<file path="config.mk">
export PLATFORM = sky130hd
export DESIGN_NAME = integer_to_ascii_radix_unit
export DESIGN_NICKNAME = d
export VERILOG_FILES = /design/src/itoa_pkg.sv /design/src/itoa_bcd.sv /design/src/integer_to_ascii_radix_unit.sv
export SDC_FILE = /design/constraint.sdc
export NUM_CORES = 1
export LEC_CHECK = 0
export BUFFER_PORTS_ARGS = -buffer_cell sky130_fd_sc_hd__buf_2
export CAP_MARGIN = 20
export CORE_UTILIZATION = 50
export CTS_BUF_LIST = sky130_fd_sc_hd__clkbuf_4 sky130_fd_sc_hd__clkbuf_8
export DETAILED_ROUTE_END_ITERATION = 16
export HOLD_SLACK_MARGIN = 0.02
export PLACE_DENSITY_LB_ADDON = 0.12
export SYNTH_ARGS = -nofsm -noshare
export SYNTH_HDL_FRONTEND = slang
export SYNTH_SLANG_ARGS = --single-unit
</file>
<file path="constraint.sdc">
create_clock -name clk_i -period 8.65 [get_ports clk_i]
set_clock_uncertainty 0.05 [all_clocks]
set_input_delay 1.73 -clock clk_i [delete_from_list [all_inputs] [get_ports clk_i]]
set_output_delay 1.73 -clock clk_i [all_outputs]
set_load 0.02 [all_outputs]
</file>
<file path="src/itoa_pkg.sv">
package itoa_pkg;

  // output format codes carried on the operation field
  typedef enum logic [1:0] {
    OP_UDEC = 2'd0,
    OP_SDEC = 2'd1,
    OP_OCT  = 2'd2,
    OP_HEX  = 2'd3
  } op_e;

  // one digit slot, wide enough for a hex digit
  typedef logic [3:0] digit_t;

  localparam logic [7:0] CH_ZERO  = 8'h30;
  localparam logic [7:0] CH_X     = 8'h78;
  localparam logic [7:0] CH_MINUS = 8'h2d;

  // lower-case digit characters "0123456789abcdef"
  function automatic logic [7:0] digit_char(input digit_t d);
    logic [7:0] c;
    case (d)
      4'd0:    c = 8'h30;
      4'd1:    c = 8'h31;
      4'd2:    c = 8'h32;
      4'd3:    c = 8'h33;
      4'd4:    c = 8'h34;
      4'd5:    c = 8'h35;
      4'd6:    c = 8'h36;
      4'd7:    c = 8'h37;
      4'd8:    c = 8'h38;
      4'd9:    c = 8'h39;
      4'd10:   c = 8'h61;
      4'd11:   c = 8'h62;
      4'd12:   c = 8'h63;
      4'd13:   c = 8'h64;
      4'd14:   c = 8'h65;
      default: c = 8'h66;
    endcase
    return c;
  endfunction

endpackage

</file>
<file path="src/itoa_bcd.sv">
module itoa_bcd import itoa_pkg::*; #(
  parameter int VALUE_WIDTH = 32,
  parameter int NDEC        = 10
) (
  input  logic                         clk_i,
  input  logic                         rst_ni,
  input  logic                         start_i,
  input  logic [VALUE_WIDTH-1:0]       value_i,
  output logic                         done_o,
  output digit_t [NDEC-1:0]            bcd_o
);

  localparam int CW = $clog2(VALUE_WIDTH + 1);

  logic [VALUE_WIDTH-1:0] bin_q, bin_d;
  digit_t [NDEC-1:0]      bcd_q, bcd_d;
  digit_t [NDEC-1:0]      adj;
  logic [CW-1:0]          cnt_q, cnt_d;
  logic                   busy_q, busy_d;
  logic                   done_q, done_d;

  // shift-add-3: correct every digit, then shift one binary bit in
  always_comb begin
    for (int i = 0; i < NDEC; i++) begin
      adj[i] = (bcd_q[i] >= 4'd5) ? bcd_q[i] + 4'd3 : bcd_q[i];
    end
    bin_d  = bin_q;
    bcd_d  = bcd_q;
    cnt_d  = cnt_q;
    busy_d = busy_q;
    done_d = 1'b0;
    if (start_i) begin
      bin_d  = value_i;
      bcd_d  = '0;
      cnt_d  = CW'(VALUE_WIDTH);
      busy_d = 1'b1;
    end else if (busy_q) begin
      bcd_d[0] = {adj[0][2:0], bin_q[VALUE_WIDTH-1]};
      for (int i = 1; i < NDEC; i++) begin
        bcd_d[i] = {adj[i][2:0], adj[i-1][3]};
      end
      bin_d = {bin_q[VALUE_WIDTH-2:0], 1'b0};
      cnt_d = cnt_q - CW'(1);
      if (cnt_q == CW'(1)) begin
        busy_d = 1'b0;
        done_d = 1'b1;
      end
    end
  end

  always_ff @(posedge clk_i or negedge rst_ni) begin
    if (!rst_ni) begin
      busy_q <= 1'b0;
      done_q <= 1'b0;
      cnt_q  <= '0;
    end else begin
      busy_q <= busy_d;
      done_q <= done_d;
      cnt_q  <= cnt_d;
    end
  end

  always_ff @(posedge clk_i) begin
    bin_q <= bin_d;
    bcd_q <= bcd_d;
  end

  assign done_o = done_q;
  assign bcd_o  = bcd_q;

endmodule

</file>
<file path="src/integer_to_ascii_radix_unit.sv">
// channel | handshake                | payload
// --------+--------------------------+-------------------------------
// in      | in_valid_i / in_ready_o  | value_i, operation_i
// out     | out_valid_o / out_ready_i| char_code_o, last_o (one char per beat)
//
// decimal formats run a shift-add-3 converter, one binary bit per cycle;
// octal and hex load their digits directly. leading zero digits are then
// dropped one per cycle, keeping at least one, and each remaining digit goes
// to the output register in turn, waiting while the out channel is stalled
// prefix characters ('-', '0', "0x") go out ahead of the digits as soon as
// the output register is free, also while the converter is busy
// rst_ni clears the sequencer and output valid; a stalled out channel simply
// holds the current beat and digit output waits, in_ready_o is low until done
module integer_to_ascii_radix_unit import itoa_pkg::*; #(
  parameter int VALUE_WIDTH = 32
) (
  input  logic                   clk_i,
  input  logic                   rst_ni,
  input  logic                   in_valid_i,
  output logic                   in_ready_o,
  input  logic [VALUE_WIDTH-1:0] value_i,
  input  logic [1:0]             operation_i,
  output logic                   out_valid_o,
  input  logic                   out_ready_i,
  output logic [7:0]             char_code_o,
  output logic                   last_o
);

  // digit counts per base
  localparam int NDEC  = (VALUE_WIDTH * 30103) / 100000 + 1;
  localparam int NOCT  = (VALUE_WIDTH + 2) / 3;
  localparam int NSLOT = (NOCT > NDEC) ? NOCT : NDEC;
  localparam int PADW  = NSLOT * 4;
  localparam int SW    = $clog2(NSLOT + 1);

  typedef enum logic [1:0] {
    S_IDLE,
    S_CONV,
    S_SKIP,
    S_EMIT
  } state_e;

  state_e                 state_q, state_d;
  op_e                    op_q, op_d;
  logic [1:0]             pre_q, pre_d;       // prefix chars still to send
  logic [SW-1:0]          cnt_q, cnt_d;       // digit slots left
  digit_t [NSLOT-1:0]     dig_q, dig_d;       // digit slots, msd at the top
  logic                   ovalid_q, ovalid_d;
  logic [7:0]             ochar_q, ochar_d;
  logic                   olast_q, olast_d;

  op_e                    op_in;
  logic                   accept;
  logic                   neg;
  logic [VALUE_WIDTH-1:0] mag;
  logic [PADW-1:0]        pad;
  logic                   out_free;
  logic                   conv_start;
  logic                   conv_done;
  digit_t [NDEC-1:0]      bcd;
  logic [7:0]             pre_char;

  assign op_in      = op_e'(operation_i);
  assign in_ready_o = (state_q == S_IDLE);
  assign accept     = in_valid_i && in_ready_o;
  assign neg        = (op_in == OP_SDEC) && value_i[VALUE_WIDTH-1];
  assign mag        = neg ? (~value_i + VALUE_WIDTH'(1)) : value_i;
  assign pad        = PADW'(mag);
  assign out_free   = !ovalid_q || out_ready_i;
  assign conv_start = accept && (op_in == OP_UDEC || op_in == OP_SDEC);

  itoa_bcd #(
    .VALUE_WIDTH (VALUE_WIDTH),
    .NDEC        (NDEC)
  ) u_bcd (
    .clk_i   (clk_i),
    .rst_ni  (rst_ni),
    .start_i (conv_start),
    .value_i (mag),
    .done_o  (conv_done),
    .bcd_o   (bcd)
  );

  // which prefix character is next
  always_comb begin
    case (op_q)
      OP_HEX:  pre_char = (pre_q == 2'd2) ? CH_ZERO : CH_X;
      OP_OCT:  pre_char = CH_ZERO;
      OP_SDEC: pre_char = CH_MINUS;
      default: pre_char = CH_ZERO;
    endcase
  end

  always_comb begin
    state_d  = state_q;
    op_d     = op_q;
    pre_d    = pre_q;
    cnt_d    = cnt_q;
    dig_d    = dig_q;
    ovalid_d = ovalid_q;
    ochar_d  = ochar_q;
    olast_d  = olast_q;

    if (out_ready_i) begin
      ovalid_d = 1'b0;
    end

    // prefix beats go out as soon as the output register is free
    if (state_q != S_IDLE && pre_q != 2'd0 && out_free) begin
      ovalid_d = 1'b1;
      ochar_d  = pre_char;
      olast_d  = 1'b0;
      pre_d    = pre_q - 2'd1;
    end

    case (state_q)
      S_IDLE: begin
        if (accept) begin
          op_d  = op_in;
          cnt_d = SW'(NSLOT);
          case (op_in)
            OP_OCT: begin
              pre_d = 2'd1;
              for (int i = 0; i < NSLOT; i++) begin
                dig_d[i] = {1'b0, pad[3*i +: 3]};
              end
              state_d = S_SKIP;
            end
            OP_HEX: begin
              pre_d = 2'd2;
              for (int i = 0; i < NSLOT; i++) begin
                dig_d[i] = pad[4*i +: 4];
              end
              state_d = S_SKIP;
            end
            OP_SDEC: begin
              pre_d   = neg ? 2'd1 : 2'd0;
              state_d = S_CONV;
            end
            default: begin
              pre_d   = 2'd0;
              state_d = S_CONV;
            end
          endcase
        end
      end
      S_CONV: begin
        if (conv_done) begin
          dig_d = '0;
          for (int i = 0; i < NDEC; i++) begin
            dig_d[i] = bcd[i];
          end
          state_d = S_SKIP;
        end
      end
      S_SKIP: begin
        // drop leading zeros, keep at least one digit
        if (dig_q[NSLOT-1] == 4'd0 && cnt_q != SW'(1)) begin
          for (int i = NSLOT - 1; i > 0; i--) begin
            dig_d[i] = dig_q[i-1];
          end
          dig_d[0] = 4'd0;
          cnt_d    = cnt_q - SW'(1);
        end else begin
          state_d = S_EMIT;
        end
      end
      S_EMIT: begin
        if (pre_q == 2'd0 && out_free) begin
          ovalid_d = 1'b1;
          ochar_d  = digit_char(dig_q[NSLOT-1]);
          olast_d  = (cnt_q == SW'(1));
          for (int i = NSLOT - 1; i > 0; i--) begin
            dig_d[i] = dig_q[i-1];
          end
          dig_d[0] = 4'd0;
          cnt_d    = cnt_q - SW'(1);
          if (cnt_q == SW'(1)) begin
            state_d = S_IDLE;
          end
        end
      end
      default: state_d = S_IDLE;
    endcase
  end

  always_ff @(posedge clk_i or negedge rst_ni) begin
    if (!rst_ni) begin
      state_q  <= S_IDLE;
      pre_q    <= 2'd0;
      cnt_q    <= '0;
      ovalid_q <= 1'b0;
      ochar_q  <= '0;
      olast_q  <= 1'b0;
      op_q     <= OP_UDEC;
    end else begin
      state_q  <= state_d;
      pre_q    <= pre_d;
      cnt_q    <= cnt_d;
      ovalid_q <= ovalid_d;
      ochar_q  <= ochar_d;
      olast_q  <= olast_d;
      op_q     <= op_d;
    end
  end

  always_ff @(posedge clk_i) begin
    dig_q <= dig_d;
  end

  assign out_valid_o = ovalid_q;
  assign char_code_o = ochar_q;
  assign last_o      = olast_q;

endmodule
</file>
# Word level (Yosys, flattened, before mapping)
# Memory sizes are Yosys's and may differ from the RTL's. A register that Yosys moved wholly into a read port is not among the register bits.
# Index checks and enable logic that the tools add are counted.
# totals
inputBits,38
reg_bits,144
mem_bits_ro,96
n_memories,1
wordCells,156
out_inout_bits,11
# op_classes
n_lt_le_gt_ge,10
mux,56
eq_ne,19
bitwise,1
n_addsub,14
n_reduce_logical,23
# mem_list
name,depth,width,rd,rd_ports_with_merged_regs,write_ports,line_no,text
(name not given),16,6,1,1,0,itoa_pkg.sv:21,case (d)
# op_table
operator,count
$mux W44,4
$pmux W44 S4,1
$mux W32,3
$pmux W44 S2,1
$mux W4,13
$ge A4 B3 Y1 const B,10
$add A4 B2 Y4 const B,9
$add A32 B1 Y32 const B,1
$not A32 Y32,1
$mux W8,3
$mux W2,9
$mux W1,14
$pmux W7 S2,1
$eq A2 B2 Y1 const B,6
$mux W6,2
$pmux W4 S3,1
$reduce_and A5 Y1,2
$ne A2 B2 Y1 const B,4
$pmux W2 S4,1
$logic_and A1 B1 Y1,7
$mux W7,1
$eq A2 B1 Y1 const B,3
$eq A6 B1 Y1 const B,1
$logic_not A2 Y1,3
18 further kinds,22

# Logic depth before layout (Yosys ltp)
# Gate-level depths: netlist of the first run.
# depth
ltp_word,7
mapped_depth,14
mapped_depth_nobuf,12

# By module
# A second synthesis of the first run with hierarchy kept.
# unflattened
cells_unflattened,831
area_unflattened_um2,8506.9
# modules_own_cells
module,cells_per_inst,seq_area_each_um2,area_per_inst_um2,n_inst
integer_to_ascii_radix_unit,425,1941.9,4372.9,1
itoa_bcd,406,1961.9,4134.0,1

# Worst setup path before layout of the first run
# OpenSTA, ideal clock, no wires.
# synth_timing
kind,input-to-reg
from,in operation_i[1]
to,"reg u_bcd.bin_q[0], enable pin"
t_required_ns,8.134
setup_slack_ns,3.769
path_buffers,2
arrival_time_ns,4.366
setup_time_ns,0.466
cell_stages,3
cell_sequence,clkbuf_8 clkbuf_1 o21ai_0
# synth_via
elab_chain_cells,4
word_cells_on_any_way,5
cone_classes,1 x eq/ne; 4 x reduce/logical
# synth_lines
element,line_no,text
start: declaration,integer_to_ascii_radix_unit.sv:22,"input logic [1:0] operation_i,"
$eq A2 B1 Y1 / $logic_not A2 Y1 (equally long branches),integer_to_ascii_radix_unit.sv:70,assign conv_start = accept && (op_in == OP_UDEC || op_in == OP_SDEC);
$logic_or A1 B1 Y1 (*),integer_to_ascii_radix_unit.sv:70,
$logic_and A1 B1 Y1 (*),integer_to_ascii_radix_unit.sv:70,
$reduce_bool A2 Y1 (no line) (*),--,
end signal: assignment,itoa_bcd.sv:64,bin_q <= bin_d;
end: declaration,itoa_bcd.sv:15,"logic [VALUE_WIDTH-1:0] bin_q, bin_d;"
# Mark *: on every way between the ends. The rest lies on a longest branch, timed or not.
# A chain may end at the register's enable or synchronous reset.

==> results of run 1 <==
==> worst register-to-register path, cell delays in order (launching register included) <==
cell and delay (ns):
dfrtp_1 0.42, inv_1 0.14, ha_1 0.45, buf_4 0.35, nand2_1 0.41, nor2_1 0.18
nor4b_1 0.37, or3_4 0.22, inv_1 0.04, ha_1 0.28, inv_1 0.04, mux2i_1 0.11
mux2i_1 0.09
==> final timing paths <==
| path | startpoint | slack (ns) | depth (start not counted) | endpoint |
|---|---|---|---|---|
| setup / recovery | value_i[9] | 4.47 | 11 | flop |
| setup reg to reg | state_q[1] | 5.37 | 12 | flop |
| min in group asynchronous | rst_ni | 1.25 | 1 | u_bcd.busy_q |
| max in group asynchronous | rst_ni | 6.90 | 1 | last_o |
| hold / removal | flop | 0.39 | 2 | char_code_o[1] |
| hold reg to reg | flop | 0.39 | 2 | char_code_o[1] |
==> power by group <==
| group | switching, mW | total [mW] | internal (mW) | leakage (nW) |
|---|---|---|---|---|
| logic | 0.957 | 1.57 | 0.609 | 1.95 |
| clock network | 0.283 | 0.541 | 0.258 | 0.197 |
| registers | 0.230 | 1.46 | 1.23 | 1.47 |
==> flip-flops by register name (all words and copies together), names as in the netlist, named ones only <==
register and cells:
out_valid_o 1, u_bcd.cnt_q 6, u_bcd.done_o 1, op_q 2
last_o 1, dig_q 44, cnt_q 4, u_bcd.busy_q 1
state_q 2, char_code_o 8, u_bcd.bcd_o 40, pre_q 2
u_bcd.bin_q 32
==> layout make-up <==
type                       instances  area, sq um
clock buffer                      17          234
clock inverter                    15          153
inverter                          47          176
tap                              216          270
sequential                       150         3900
fill                            1455         6940
multi-input combinational        618         3970
timing repair buffer              55          293
==> routing by layer <==
metal  up-vias  track usage  share of wire
met5         -            0              0
met2       180        0.437           0.52
met1      3125        0.290           0.43
met3        26       0.0328          0.038
li1       3134            -              -
met4         0       0.0773          0.016
==> cells in the final DEF, fill, tap and decap left out, types with 4 or more instances in the layout <==
cell        n
dfrtp_1    28
ha_1       34
a21oi_1    87
buf_4       7
xor2_1     28
mux2i_1    21
clkbuf_8   17
nor4_1      4
a22o_1      7
o41ai_1     5
a21o_1      4
a22oi_1    20
dfxtp_1    46
a31oi_1     9
mux2_2      5
inv_1      46
or4_4       4
nor2_1    102
o21ai_0    69
a222oi_1    5
and3_1      5
xnor2_1    26
o31ai_1     6
edfxtp_1   76
o221ai_1    6
nor3_1     21
nand2b_1   14
nand2_1    56
nand3_1    28
buf_2      48
==> cells by family (layout without fill, tap and decap cells) <==
kind of cell | after synthesis | after routing
and+or+nand+nor | 262 | 262
AOI/OAI and AO/OA | 241 | 241
DFF | 150 | 150
buffers and inverters | 92 | 134
xor gates and xnor gates | 54 | 54
adders and majority gates | 34 | 34
muxes | 27 | 27
==> stage by stage <==
step                hold WS, ns  area (sq um)  setup WS [ns]
global route              0.439          9000           4.36
floorplan                 0.377          8220           3.77
global placement          0.390          8610           4.22
detailed placement        0.396          8610           4.08
finish                    0.392          9000           4.47
CTS                       0.400          9000           4.56
==> flow_metrics.tcl, run 1 <==
set metrics [dict create \
    synth.top_cells.by_count "nor2_1 (103), a21oi_1 (87), edfxtp_1 (76)" \
    row_count 46 \
    syn-instance-count 860 \
    clk_transition_reported_paths_ns 0.09 \
    cts_tree "built" \
    post_cts_resized 0 \
    result_of_the_run "finished, final reports clean" \
    period_share 0.483 \
    p_leak_nw 3.62 \
    drcViolationCount 0 \
    path_cells "buf_2 > nor4_1 > nand3_1 > or3_4 > nor4_1 > or3_4 > inv_1 > ha_1 > inv_1 > mux2i_1 > mux2i_1" \
    cts_buffer_depth 2 \
    proportion_of_synthesized_area_in_mux_cells 0.0341 \
    vias_in_the_first_global_route 6082 \
    fp.coreArea_sq_um 15900 \
    detailedRoute.firstIterationViolations 527 \
    synthAdderAreaFrac 0.0517 \
    initial_cell_density_of_the_core 0.516 \
    ys_async_sr_fraction 0.187 \
    height_of_the_die_um 130 \
    final_cells 1118 \
    grt_pass1_wl_mm 31.1 \
    synth_enable_flop_cells 76 \
    timing.critical_path.max_delay_family "simple AND/OR/NAND/NOR gates" \
    cts_num_sinks 150 \
    combinational_family_with_the_most_area_after_synthesis "compound AO/OA/AOI/OAI gates" \
    fmax_ghz 0.239 \
    yosysMostFrequentCell "nor2_1" \
    globalRoute.totalOverflow 0 \
    initial_antenna_violation_count 0 \
    synth.area.top_cells "edfxtp_1 (28%), dfxtp_1 (11%), dfrtp_1 (8.5%), a21oi_1 (5.3%), ha_1 (5.2%)" \
    power.total_mw 3.57 \
    cap_violations 0 \
    grt_overall_usage 0.240 \
    drt-vias-per-instance 5.78 \
    path_buf_inv 3 \
    period_minus_slack_ns 4.18 \
    worstHoldPathType "reg -> reg" \
    hold_viol_final 0 \
    postRouteWirelength_mm 19.5 \
    ys_ff_latch 150 \
    numPlacedInstances 1086 \
    finalSetupTns_ns 0 \
    worstPathMaxFanout 5 \
    cts.root.buffer_cell "clkbuf_8" \
    yosysWarnings 0 \
    vdd_drop_max_v 0.000183 \
    yosys.area.top_type "edfxtp_1" \
    synth.top_cell.area_share 0.277 \
    arrival_ns 4.46 \
    place_hpwl_mm 14.1 \
    syn_nets 932 \
    numPortBuffers 48 \
    timing.critical_path.slowest_stage_cell "nor4_1" \
    fin_nets 961 \
    cp-start-kind "primary input" \
    vias 6465 \
    die_width_um 130 \
    die_area_sq_um 17000 \
    fraction_of_synthesized_cell_area_in_xor_and_xnor_cells 0.0575 \
    postCtsSetupRepairBufs 0 \
    yosysSeqAreaShare 0.475 \
    tritoncts.num_buffers 17 \
    finalSetupViolCount 0 \
    worst_setup_path_end_kind "flop" \
    clock_insertion_delay_worst_skew_ns 0.45 \
    detailedRoute.firstPassIterationCount 6 \
    critical-path-max-stage-delay_ns 0.58 \
    rsz0062_at_grt "no" \
    cts_hold_buf 0 \
    layout-drive-gt1-share 0.129 \
    criticalPathCategory "in -> reg" \
    routabilityCongestion 0.879 \
    power_density_nw_per_um2 396 \
    drt.antenna.violating_nets 0 \
    antenna_cells 0 \
    post_drt_wl_per_cell_um 17.5 \
    max_slew.worst_pin.slew_ns 1.06 \
    flow.area_growth_from_synthesis_pct 9.45 \
    post_synthesis_share_of_cell_area_spent_on_and_or_nand_and_nor_gates 0.154 \
    layout.core_utilization 0.565 \
    post_synth.cell_area_avg_sq_um 9.56 \
    slew-limit-headroom 0.291 \
    cp.required_ns 8.93 \
    syn_area_sq_um 8220 \
    synth_compound_gate_area_share 0.183 \
    final_max_slew_viol_count 0 \
    design.portCount 49 \
    cts.htree.levels 4 \
    synth_flop_cell "edfxtp_1" \
    yosysUniqueCellTypes 68 \
    grt_start_max_net_pins 108 \
]
Power figures use the tool's default switching activity.
==> inputs of run 2 (changes only) <==
==> constraint.sdc (replaced) <==
create_clock -name clk_i -period 3.6 [get_ports clk_i]
set_clock_uncertainty 0.05 [all_clocks]
set_input_delay 0.72 -clock clk_i [delete_from_list [all_inputs] [get_ports clk_i]]
set_output_delay 0.72 -clock clk_i [all_outputs]
set_load 0.02 [all_outputs]
==> run 2 against run 1 <==
Cell area rose by 1.3%. Routed wire length up 1.5%. Combinational power is 140% higher. Final cell count rose by 1.2%. Hold slack got worse by 0.17 ns.
==> flow_metrics.tcl, run 2 (synthesis gave the netlist of run 1 again) <==
set metrics [dict create \
    result_of_the_run "finished, final reports clean" \
    worstHoldPathType "in -> async" \
    layout_commonest_cell "nor2_1" \
    antenna_cells 0 \
    post_cts_resized 0 \
    numPlacedInstances 1099 \
    grt_overall_usage 0.239 \
    rsz0062_at_grt "no" \
    layout-drive-gt1-share 0.139 \
    post_drt_wl_per_cell_um 17.5 \
    finalSetupTns_ns 0 \
    cts_hold_buf 0 \
    design.portCount 49 \
    p_leak_nw 3.68 \
    post_route_standard_cell_area_excluding_fillers_sq_um 9120 \
    cts.root.buffer_cell "clkbuf_8" \
    fp.coreArea_sq_um 15900 \
    detailedRoute.firstPassIterationCount 5 \
    cts_num_sinks 150 \
    drt-vias-per-instance 5.82 \
    criticalPathCategory "in -> reg" \
    cts.htree.levels 4 \
    slew-limit-headroom 0.450 \
    cp-start-kind "primary input" \
    period_share 0.828 \
    worstPathMaxFanout 5 \
    grt_pass1_wl_mm 30.8 \
    power.total_mw 8.64 \
    fin_nets 974 \
    multi_input_area_sq_um 3970 \
    largest-register "dig_q" \
    hold_viol_final 0 \
    postRouteWirelength_mm 19.8 \
    place_hpwl_mm 14.3 \
    finalSetupViolCount 0 \
    routabilityCongestion 0.941 \
    period_minus_slack_ns 2.98 \
    initial_cell_density_of_the_core 0.516 \
    most_frequent_cells_in_the_layout "nor2_1 (102), a21oi_1 (87), edfxtp_1 (76)" \
    vias_in_the_first_global_route 6192 \
    largest_register_ff_count 44 \
    drt.antenna.violating_nets 0 \
    clk_transition_reported_paths_ns 0.08 \
    dpl-instance-area_sq_um 8710 \
    row_count 46 \
    n_fill_cell 1418 \
    clock_insertion_delay_worst_skew_ns 0.46 \
    preCtsSetupSlack_ns 0.136 \
    die_area_sq_um 17000 \
    power_density_nw_per_um2 948 \
    vdd_drop_max_v 0.000526 \
    cp.required_ns 3.89 \
    flow.area_growth_from_synthesis_pct 10.9 \
    max_slew.worst_pin.slew_ns 0.826 \
    arrival_ns 3.27 \
    globalRoute.totalOverflow 0 \
    tritoncts.num_buffers 17 \
    postCtsSetupRepairBufs 0 \
    vias 6586 \
    drcViolationCount 0 \
    worst_setup_path_end_kind "flop" \
    postLayoutSetupSlackWorst_ns 0.619 \
    register_area_sq_um 3900 \
    detailedRoute.firstIterationViolations 570 \
    cap_violations 0 \
    grt_start_max_net_pins 48 \
    initial_antenna_violation_count 0 \
    die_width_um 130 \
    height_of_the_die_um 130 \
    cts_buffer_depth 2 \
    final_max_slew_viol_count 0 \
    cts_tree "built" \
    final_cells 1131 \
    fmax_ghz 0.335 \
    numPortBuffers 48 \
]
-- run 2: layout make-up --
type                    instances  share of cell area
clock buffers                  19              0.0273
clock inverters                13              0.0172
inverters                      47              0.0193
multi-input cells             618               0.436
flip-flops and latches        150               0.428
well taps                     216              0.0296
repair buffers                 68              0.0428
-- run 2: power by group --
part	internal (mW)	switching [mW]	leakage (nW)
clock	0.696	0.648	0.198
sequential	2.95	0.544	1.47
combinational	1.49	2.32	2.02
-- run 2: through the flow --
step / hold WS, ns / util
finish: 0.222 / 0.572
global route: 0.259 / 0.572
CTS: 0.233 / 0.572
detailed placement: 0.400 / 0.546
global placement: 0.399 / 0.546
floorplan: 0.374 / -
-- run 2: per-layer routing --
metal	share of wire	global-route usage	vias up
met3	0.040	0.0406	38
met2	0.51	0.429	156
li1	-	-	3184
met4	0.027	0.103	0
met5	0	0	-
met1	0.42	0.279	3208
-- run 2: path summary, 6_finish.rpt --
kind	slack, ns	start	depth (start not counted)	to
worst max-delay path	0.62	value_i[17]	11	flop
worst min-delay path	0.22	rst_ni	1	u_bcd.cnt_q[3]
worst max register to register	0.66	dig_q[43]	10	flop
worst min register to register	0.41	flop	2	char_code_o[1]
max in group asynchronous	2.86	rst_ni	1	state_q[0]
min in group clk_i	0.41	flop	2	char_code_o[1]
-- run 2: critical path, cell delays in order --
cell and delay (ns):
buf_2 0.12, or4_1 0.62, nand2b_1 0.24, or3_4 0.37, nor4_1 0.40, or3_4 0.22, inv_1 0.05, ha_1 0.28
inv_1 0.04, mux2i_1 0.12, mux2i_1 0.09
